## src/hdl/klcp_pkg.sv

```systemverilog
// Shared types and constants for the keyboard line command parser.
// Holds the result event codes, the character codes and the key-code lookup.
// No dependencies.
package klcp_pkg;

  typedef enum logic [2:0] {
    EV_NONE,
    EV_KEY_UP,
    EV_PUSH,
    EV_DUP,
    EV_UNMAPPED,
    EV_IGNORED,
    EV_OVERLONG
  } ev_e;

  localparam logic [7:0] CH_NUL   = 8'h00;
  localparam logic [7:0] CH_LF    = 8'h0a;
  localparam logic [7:0] CH_CR    = 8'h0d;
  localparam logic [7:0] CH_TAB   = 8'h09;
  localparam logic [7:0] CH_SPACE = 8'h20;
  localparam logic [7:0] CH_ZERO  = 8'h30;
  localparam logic [7:0] CH_NINE  = 8'h39;
  localparam logic [7:0] CH_K     = 8'h4b;
  localparam logic [7:0] CH_U     = 8'h55;
  localparam logic [7:0] CH_D     = 8'h44;

  localparam int OUT_BITS = 192;

  function automatic logic is_blank(logic [7:0] c);
    return (c == CH_SPACE) || (c >= CH_TAB && c <= CH_CR);
  endfunction

  function automatic logic is_digit(logic [7:0] c);
    return (c >= CH_ZERO) && (c <= CH_NINE);
  endfunction

  function automatic logic is_term(logic [7:0] c);
    return (c == CH_CR) || (c == CH_LF) || (c == CH_NUL);
  endfunction

  // Key code to matrix code; zero means the code has no matrix position.
  function automatic logic [6:0] raw_of_code(logic [7:0] code);
    logic [6:0] raw;
    raw = 7'h00;
    case (code) inside
      8'h3b: raw = 7'h33;
      8'h3c: raw = 7'h37;
      8'h3d: raw = 7'h3c;
      [8'h3e:8'h44]: raw = code[6:0];
      8'h45: raw = 7'h35;
      8'h46: raw = 7'h36;
      8'h47: raw = 7'h3b;
      [8'h48:8'h4c]: raw = code[6:0];
      8'h4d: raw = 7'h3d;
      8'h4e: raw = 7'h62;
      [8'h54:8'h61]: raw = code[6:0];
      8'h62: raw = 7'h34;
      [8'h63:8'h67]: raw = code[6:0];
      8'h68: raw = 7'h72;
      8'h69: raw = 7'h7f;
      8'h6a: raw = 7'h7e;
      8'h6b: raw = 7'h7d;
      8'h6c: raw = 7'h7c;
      8'h6d: raw = 7'h77;
      8'h6e: raw = 7'h76;
      8'h6f: raw = 7'h75;
      8'h70: raw = 7'h74;
      8'h71: raw = 7'h73;
      8'h72: raw = 7'h68;
      8'h73: raw = 7'h71;
      8'h74: raw = 7'h70;
      8'h75: raw = 7'h6f;
      8'h76: raw = 7'h6e;
      8'h77: raw = 7'h6d;
      8'h78: raw = 7'h2b;
      8'h79: raw = 7'h2c;
      8'h7a: raw = 7'h2d;
      8'h7b: raw = 7'h2e;
      8'h7c: raw = 7'h6c;
      8'h7d: raw = 7'h6b;
      8'h7e: raw = 7'h6a;
      8'h7f: raw = 7'h69;
      default: raw = 7'h00;
    endcase
    return raw;
  endfunction

endpackage

```

## src/hdl/keyboard_line_command_parser_unit.sv

```systemverilog
// Keyboard line command parser, depends on klcp_pkg. A byte that is stored or dropped gives
// its result in the cycle after the input transfer; a terminator ending a stored line walks
// the store (trims, then the command a byte a cycle) before its result is registered.
// One byte is in work at a time; the next is taken once the parser is idle and the result
// register is empty or is being drained.
// Asynchronous active-low reset clears all but the line store and its read register.
module keyboard_line_command_parser_unit #(
  parameter int LINE_BYTES = 64
) (
  input  logic                            clk_i,
  input  logic                            rst_ni,
  input  logic                            s_axis_tvalid_i,
  output logic                            s_axis_tready_o,
  // rx_byte[7:0]
  input  logic [7:0]                      s_axis_tdata_i,
  output logic                            m_axis_tvalid_o,
  input  logic                            m_axis_tready_i,
  // event_res[2:0], key_push[3], raw_key[10:4], key_held[11], held_code[27:12],
  // lines_count[59:28], key_up_count[91:60], key_down_count[123:92],
  // duplicate_count[155:124], unmapped_count[187:156], zero padding[191:188]
  output logic [klcp_pkg::OUT_BITS-1:0]   m_axis_tdata_o
);

  localparam int LEN_W = $clog2(LINE_BYTES);
  localparam int DEPTH = LINE_BYTES - 1;
  localparam logic [LEN_W-1:0] LAST_IDX = LEN_W'(LINE_BYTES - 1);
  localparam logic [LEN_W-1:0] ONE      = LEN_W'(1);
  localparam logic [LEN_W-1:0] TWO      = LEN_W'(2);
  localparam logic [LEN_W-1:0] THREE    = LEN_W'(3);

  typedef enum logic [2:0] {
    ST_IDLE,
    ST_FWD,
    ST_BWD,
    ST_K,
    ST_OP,
    ST_DIG,
    ST_KD
  } state_e;

  state_e           state_q, state_d;
  logic [LEN_W-1:0] len_q, len_d;
  logic             ovf_q, ovf_d;
  logic             held_q, held_d;
  logic [15:0]      held_val_q, held_val_d;
  logic [31:0]      cnt_lines_q, cnt_lines_d;
  logic [31:0]      cnt_up_q, cnt_up_d;
  logic [31:0]      cnt_down_q, cnt_down_d;
  logic [31:0]      cnt_dup_q, cnt_dup_d;
  logic [31:0]      cnt_unm_q, cnt_unm_d;
  logic [LEN_W-1:0] s_q, s_d;
  logic [LEN_W-1:0] e_q, e_d;
  logic [LEN_W-1:0] ptr_q, ptr_d;
  logic [15:0]      value_q, value_d;
  klcp_pkg::ev_e    ev_q, ev_d;
  logic [6:0]       raw_q, raw_d;
  logic             out_valid_q, out_valid_d;

  logic [7:0]       store [DEPTH];
  logic [7:0]       rdata_q;
  logic             store_we;

  logic             in_xfer;
  logic [LEN_W-1:0] trim_len;
  logic [19:0]      mac;
  logic [6:0]       lookup;
  logic             ignore_line;
  logic             finish;

  assign s_axis_tready_o = (state_q == ST_IDLE) && (!out_valid_q || m_axis_tready_i);
  assign in_xfer         = s_axis_tvalid_i && s_axis_tready_o;
  assign trim_len        = e_q - s_q;

  // Decimal accumulate: value * 10 + digit, wide enough to see an overflow.
  assign mac    = ({4'b0, value_q} << 3) + ({4'b0, value_q} << 1) + {16'b0, rdata_q[3:0]};
  assign lookup = (value_q[15:8] == 8'h00) ? klcp_pkg::raw_of_code(value_q[7:0]) : 7'h00;

  always_comb begin
    state_d     = state_q;
    len_d       = len_q;
    ovf_d       = ovf_q;
    held_d      = held_q;
    held_val_d  = held_val_q;
    cnt_lines_d = cnt_lines_q;
    cnt_up_d    = cnt_up_q;
    cnt_down_d  = cnt_down_q;
    cnt_dup_d   = cnt_dup_q;
    cnt_unm_d   = cnt_unm_q;
    s_d         = s_q;
    e_d         = e_q;
    ptr_d       = ptr_q;
    value_d     = value_q;
    ev_d        = ev_q;
    raw_d       = raw_q;
    out_valid_d = out_valid_q;
    store_we    = 1'b0;
    ignore_line = 1'b0;
    finish      = 1'b0;

    if (out_valid_q && m_axis_tready_i) begin
      out_valid_d = 1'b0;
    end

    case (state_q)
      ST_IDLE: begin
        if (in_xfer) begin
          ev_d  = klcp_pkg::EV_NONE;
          raw_d = 7'h00;
          if (klcp_pkg::is_term(s_axis_tdata_i)) begin
            len_d = '0;
            ovf_d = 1'b0;
            if (ovf_q) begin
              cnt_unm_d   = cnt_unm_q + 32'd1;
              ev_d        = klcp_pkg::EV_OVERLONG;
              out_valid_d = 1'b1;
            end else if (len_q != '0) begin
              e_d     = len_q;
              ptr_d   = '0;
              state_d = ST_FWD;
            end else begin
              out_valid_d = 1'b1;
            end
          end else begin
            if (!ovf_q) begin
              if (len_q == LAST_IDX) begin
                ovf_d = 1'b1;
              end else begin
                store_we = 1'b1;
                len_d    = len_q + ONE;
              end
            end
            out_valid_d = 1'b1;
          end
        end
      end
      ST_FWD: begin
        if (klcp_pkg::is_blank(rdata_q)) begin
          if (ptr_q + ONE == e_q) begin
            // Blank line: nothing is counted.
            out_valid_d = 1'b1;
            state_d     = ST_IDLE;
          end else begin
            ptr_d = ptr_q + ONE;
          end
        end else begin
          s_d     = ptr_q;
          ptr_d   = e_q - ONE;
          state_d = ST_BWD;
        end
      end
      ST_BWD: begin
        // The first non-blank byte stops this walk, so it never passes the start.
        if (klcp_pkg::is_blank(rdata_q)) begin
          ptr_d = ptr_q - ONE;
        end else begin
          e_d         = ptr_q + ONE;
          cnt_lines_d = cnt_lines_q + 32'd1;
          ptr_d       = s_q;
          state_d     = ST_K;
        end
      end
      ST_K: begin
        if (trim_len >= TWO && rdata_q == klcp_pkg::CH_K) begin
          ptr_d   = s_q + ONE;
          state_d = ST_OP;
        end else begin
          ignore_line = 1'b1;
        end
      end
      ST_OP: begin
        if (rdata_q == klcp_pkg::CH_U && trim_len == TWO) begin
          cnt_up_d   = cnt_up_q + 32'd1;
          held_d     = 1'b0;
          held_val_d = 16'h0000;
          ev_d       = klcp_pkg::EV_KEY_UP;
          finish     = 1'b1;
        end else if (rdata_q == klcp_pkg::CH_D && trim_len >= THREE) begin
          ptr_d   = s_q + TWO;
          value_d = 16'h0000;
          state_d = ST_DIG;
        end else begin
          ignore_line = 1'b1;
        end
      end
      ST_DIG: begin
        if (!klcp_pkg::is_digit(rdata_q) || mac[19:16] != 4'h0) begin
          ignore_line = 1'b1;
        end else begin
          value_d = mac[15:0];
          if (ptr_q + ONE == e_q) begin
            state_d = ST_KD;
          end else begin
            ptr_d = ptr_q + ONE;
          end
        end
      end
      ST_KD: begin
        cnt_down_d = cnt_down_q + 32'd1;
        if (held_q && held_val_q == value_q) begin
          cnt_dup_d = cnt_dup_q + 32'd1;
          ev_d      = klcp_pkg::EV_DUP;
        end else begin
          held_d     = 1'b1;
          held_val_d = value_q;
          if (lookup != 7'h00) begin
            raw_d = lookup;
            ev_d  = klcp_pkg::EV_PUSH;
          end else begin
            cnt_unm_d = cnt_unm_q + 32'd1;
            ev_d      = klcp_pkg::EV_UNMAPPED;
          end
        end
        finish = 1'b1;
      end
      default: begin
        state_d = ST_IDLE;
      end
    endcase

    if (ignore_line) begin
      cnt_unm_d = cnt_unm_q + 32'd1;
      ev_d      = klcp_pkg::EV_IGNORED;
      finish    = 1'b1;
    end
    if (finish) begin
      out_valid_d = 1'b1;
      state_d     = ST_IDLE;
    end
  end

  // Line store: one write port for incoming bytes, one registered read port for the walk.
  always_ff @(posedge clk_i) begin
    if (store_we) begin
      store[len_q] <= s_axis_tdata_i;
    end
    if (ptr_d < LAST_IDX) begin
      rdata_q <= store[ptr_d];
    end
  end

  always_ff @(posedge clk_i or negedge rst_ni) begin
    if (!rst_ni) begin
      state_q     <= ST_IDLE;
      len_q       <= '0;
      ovf_q       <= 1'b0;
      held_q      <= 1'b0;
      held_val_q  <= 16'h0000;
      cnt_lines_q <= 32'd0;
      cnt_up_q    <= 32'd0;
      cnt_down_q  <= 32'd0;
      cnt_dup_q   <= 32'd0;
      cnt_unm_q   <= 32'd0;
      out_valid_q <= 1'b0;
      ptr_q       <= '0;
      s_q         <= '0;
      e_q         <= '0;
      value_q     <= 16'h0000;
      ev_q        <= klcp_pkg::EV_NONE;
      raw_q       <= 7'h00;
    end else begin
      state_q     <= state_d;
      len_q       <= len_d;
      ovf_q       <= ovf_d;
      held_q      <= held_d;
      held_val_q  <= held_val_d;
      cnt_lines_q <= cnt_lines_d;
      cnt_up_q    <= cnt_up_d;
      cnt_down_q  <= cnt_down_d;
      cnt_dup_q   <= cnt_dup_d;
      cnt_unm_q   <= cnt_unm_d;
      out_valid_q <= out_valid_d;
      ptr_q       <= ptr_d;
      s_q         <= s_d;
      e_q         <= e_d;
      value_q     <= value_d;
      ev_q        <= ev_d;
      raw_q       <= raw_d;
    end
  end

  assign m_axis_tvalid_o = out_valid_q;
  assign m_axis_tdata_o  = {4'b0000, cnt_unm_q, cnt_dup_q, cnt_down_q, cnt_up_q, cnt_lines_q,
                            held_val_q, held_q, raw_q, (ev_q == klcp_pkg::EV_PUSH), ev_q};

endmodule
```

## config.mk

```make
export PLATFORM = sky130hd
export DESIGN_NAME = keyboard_line_command_parser_unit
export DESIGN_NICKNAME = d
export VERILOG_FILES = /design/src/hdl/klcp_pkg.sv /design/src/hdl/keyboard_line_command_parser_unit.sv
export SDC_FILE = /design/constraint.sdc
export NUM_CORES = 1
export LEC_CHECK = 0
export ABC_AREA = 0
export BUFFER_PORTS_ARGS = -buffer_cell sky130_fd_sc_hd__buf_2
export CAP_MARGIN = 15
export CORE_UTILIZATION = 45
export CTS_CLUSTER_DIAMETER = 60
export DETAILED_ROUTE_END_ITERATION = 12
export GPL_ROUTABILITY_DRIVEN = 0
export SLEW_MARGIN = 20
export SYNTH_ARGS = -nofsm -noshare
export SYNTH_HDL_FRONTEND = slang
export SYNTH_SLANG_ARGS = --single-unit
```

## constraint.sdc

```tcl
create_clock -name clk_i -period 4.3 [get_ports clk_i]
set_input_delay 0.215 -clock clk_i [delete_from_list [all_inputs] [get_ports clk_i]]
set_output_delay 0.215 -clock clk_i [all_outputs]
set_load 0.05 [all_outputs]
```

==> impl_results.md <==
- Status: finished, violations left
- Violated checks: negative setup slack
- CTS max path bufs: 3
- Core box area: 74900 sq um
- Share of the synthesized area in the top cell type: 44.8%
- Synth area leaders: edfxtp_1, dfrtp_1, nand2_1, mux2i_1, xnor2_1
- Rows: 100
- Worst Skew: 0.0349 ns
- R2R cell count: 17
- Layout area overhead: 23.0%
- Pwr Density: 659 nW/um^2
- Max-slew violation count: 0
- H-tree Lvls: 3
- Worst hold path depth: 2
- Final Hold Violating Endpoints: 0
- Mapped Cells: 2866
- Data required time of the worst path: 4.69 ns
- WS Path Type: reg2reg
- CTS tree: built
- Peak Freq: 206 MHz
- Setup violations, final: 8
- N_diodes: 0
- Worst-path clk slew: 0.06 ns
- Final min period: 4.85 ns
- Number of flops mapped to enable cells by yosys: 512
- Number of global-route vias before repair: 25042
- Ports: 206
- Iter 0 DRT Violations: 2814
- Maximum fanout along the worst path: 21
- Final Cycle Share: 113%
- Worst r2r src: value_q[2]$_DFFE_PN0P_
- Critical R2R Capture: rdata_q[7]$_DFFE_PN_
- Top-count cell post-synth: edfxtp_1
- Main synth FF type: edfxtp_1
- Setup ws final: -0.554 ns
- GRT overflow: 0
- Worst reg-to-reg setup slack: -0.55 ns
- Die Wd: 278 um
- Setup TNS Final: -4.24 ns
- CP Capture Type: register
- Cell taking the most area after synthesis: edfxtp_1
- Vias per inst: 5.73
- Detailed-route wire length: 96500 um
- Die ar.: 77500 sq um
- Synth Register Bits: 744
- CTS sink cnt: 744
- Fill cells: 6178
- Syn Area/Cell: 12.0 sq um
- Hold Path Origin: s_axis_tdata_i[0]
- Total CTS buffers: 81
- Largest net degree at the start of global routing: 103
- VDD IR max: 501 uV
- Hold path endpoint: store[27][0]$_DFFE_PP_
- Critical Path Start Type: register
- Initial Util: 45.8%
- Residual DRC: 0
- Nets: 3421
- Netlist cell types: 95
- Worst slew margin: 28.7%
- Seq/Total Area, Yosys: 61.7%
- GRT Overall Usage: 24.7%
- Vias: 25160
- Max_cap viols: 0
- RSZ-0062 raised after global routing: yes
- Worst Max-Slew Pin Slew: 1.07 ns
- First-pass DRT Iterations: 6
- Die height: 278 um
- Routed Antenna Nets: 0
- First-pass GRT wire length: 149000 um
- Top cells by count, synth: edfxtp_1, nand2_1, dfrtp_1, nand3_1, nor2_1
- LEAKAGE: 17.2 nW
- Cell area after synthesis: 34400 sq um
- Routed wire per std cell: 22.0 um
- Root Buffer Master: clkbuf_16
- WP data arrival: 5.24 ns
- DP Wirelength: 64500 um
- PortBufs: 201
- YS warnings: 0
- Async S/R FF share, synth: 31.2%
- Share of cells above drive strength 1: 23.1%
- Fin Hold WS: 0.129 ns
- Antenna violations before repair: 2
- Worst skew pair latency: 0.64 ns
- Min-delay worst type: in2reg
- Register Area: 21200 sq um
- Area of the multi-input gates: 12700 sq um
## cells in the final DEF, fill, tap and decap left out, drive strengths merged, types with 17 or more instances in the layout
cell and n:
buf 549, edfxtp 512, nand2 433, dfrtp 232, nand3 221, nor2 172
mux2i 146, xnor2 140, clkbuf 109, xor2 74, inv 64, a21oi 60
o21ai 57, and3 51, ha 48, nand4 40, nor3 40, clkinv 38
a211oi 32, a311oi 30, a31oi 26, nor4 25, nor2b 22, a22o 19
o211ai 18, o31ai 18, a2111oi 17
## layer usage
| metal | vias up | global-route usage (%) | share of wire (%) |
|---|---|---|---|
| met5 | - | 0 | 0.018 |
| met3 | 205 | 4.01 | 7.0 |
| met1 | 12424 | 33.4 | 42 |
| met2 | 965 | 40.7 | 48 |
| met4 | 2 | 8.00 | 3.1 |
| li1 | 11564 | - | - |
## report_power, final
| part | internal, mW | leakage [nW] | switching (mW) |
|---|---|---|---|
| clock | 3.74 | 1.23 | 2.84 |
| sequential | 7.95 | 7.80 | 0.222 |
| combinational | 5.59 | 8.13 | 7.49 |
| total | 17.3 | 17.2 | 10.6 |
## state kept, by name (all words and copies together) (netlist names), 3 cells and up
name and count:
cnt_dup_q 32, ev_q 3, rdata_q 8, cnt_down_q 32, cnt_up_q 32, cnt_lines_q 32
store 504, s_q 6, ptr_q 6, state_q 3, len_q 6, value_q 16
e_q 6, held_val_q 16, raw_q 7, cnt_unm_q 32
## metrics by stage
stage,util (%),std cells,power [mW],cell area [sq um],setup WS (ns)
global placement,51.5,4208,19.3,38600,-0.761
finish,56.4,4393,27.8,42200,-0.554
global route,56.4,4393,28.9,42200,-0.795
detailed placement,51.5,4208,19.4,38600,-0.828
floorplan,-,2869,14.9,34500,-0.0396
CTS,55.9,4384,27.3,41900,-0.545
## area by class of cell
| type | count | area share, % |
|---|---|---|
| sequential | 744 | 50.1 |
| multi-input combinational | 1911 | 30.1 |
| timing repair buffer | 556 | 10.3 |
| clock buffer | 107 | 5.20 |
| tap | 969 | 2.87 |
| clock inverter | 42 | 0.746 |
| inverter | 62 | 0.622 |
| timing repair inverter | 2 | 0.0652 |
## worst max-delay path by stage
stage,slack [ns],to,from
after floorplan,-0.04,rdata_q[3]$_DFFE_PN_,value_q[0]$_DFFE_PN0P_
after global placement,-0.76,rdata_q[3]$_DFFE_PN_,rdata_q[2]$_DFFE_PN_
after detailed placement,-0.83,rdata_q[3]$_DFFE_PN_,rdata_q[2]$_DFFE_PN_
after CTS,-0.54,rdata_q[6]$_DFFE_PN_,rdata_q[2]$_DFFE_PN_
after global routing,-0.79,rdata_q[2]$_DFFE_PN_,value_q[2]$_DFFE_PN0P_
final,-0.55,rdata_q[7]$_DFFE_PN_,value_q[2]$_DFFE_PN0P_
## what timing repair did
| item | CTS | global route |
|---|---|---|
| setup endpoints to repair | 43 | 44 |
| gates cloned | 8 | 2 |
| hold buffers | 2 | 0 |
| buffers inserted | 17 | 8 |
| resized for setup | 103 | 48 |
| hold endpoints to repair | 84 | 0 |
| pin swaps | 19 | 17 |
## kinds of logic after synthesis
logic type / count (synthesis) / share of synthesized area, %
other cells: 1 / 0.0109
flops: 744 / 61.7
xor+xnor: 216 / 5.59
compound gates: 395 / 8.44
simple gates: 1083 / 14.7
fa+ha+maj: 51 / 1.92
mux: 162 / 4.78
buf+inv: 214 / 2.90
## worst max-delay path, stage by stage (launching register included)
cell       delay [ns]
dfrtp_1          0.41
fa_1             0.61
inv_2            0.05
fa_2             0.36
nor2b_4          0.16
o31ai_4          0.09
a211o_1          0.29
and4_4           0.16
a221o_1          0.33
a41o_1           0.27
a221o_4          0.47
buf_16           0.22
a211oi_1         0.34
a2111oi_2        0.11
nor4_1           0.28
nor4_1           0.10
buf_4            0.16
a31o_1           0.20
Note: power is estimated with default switching activity, not from simulation.
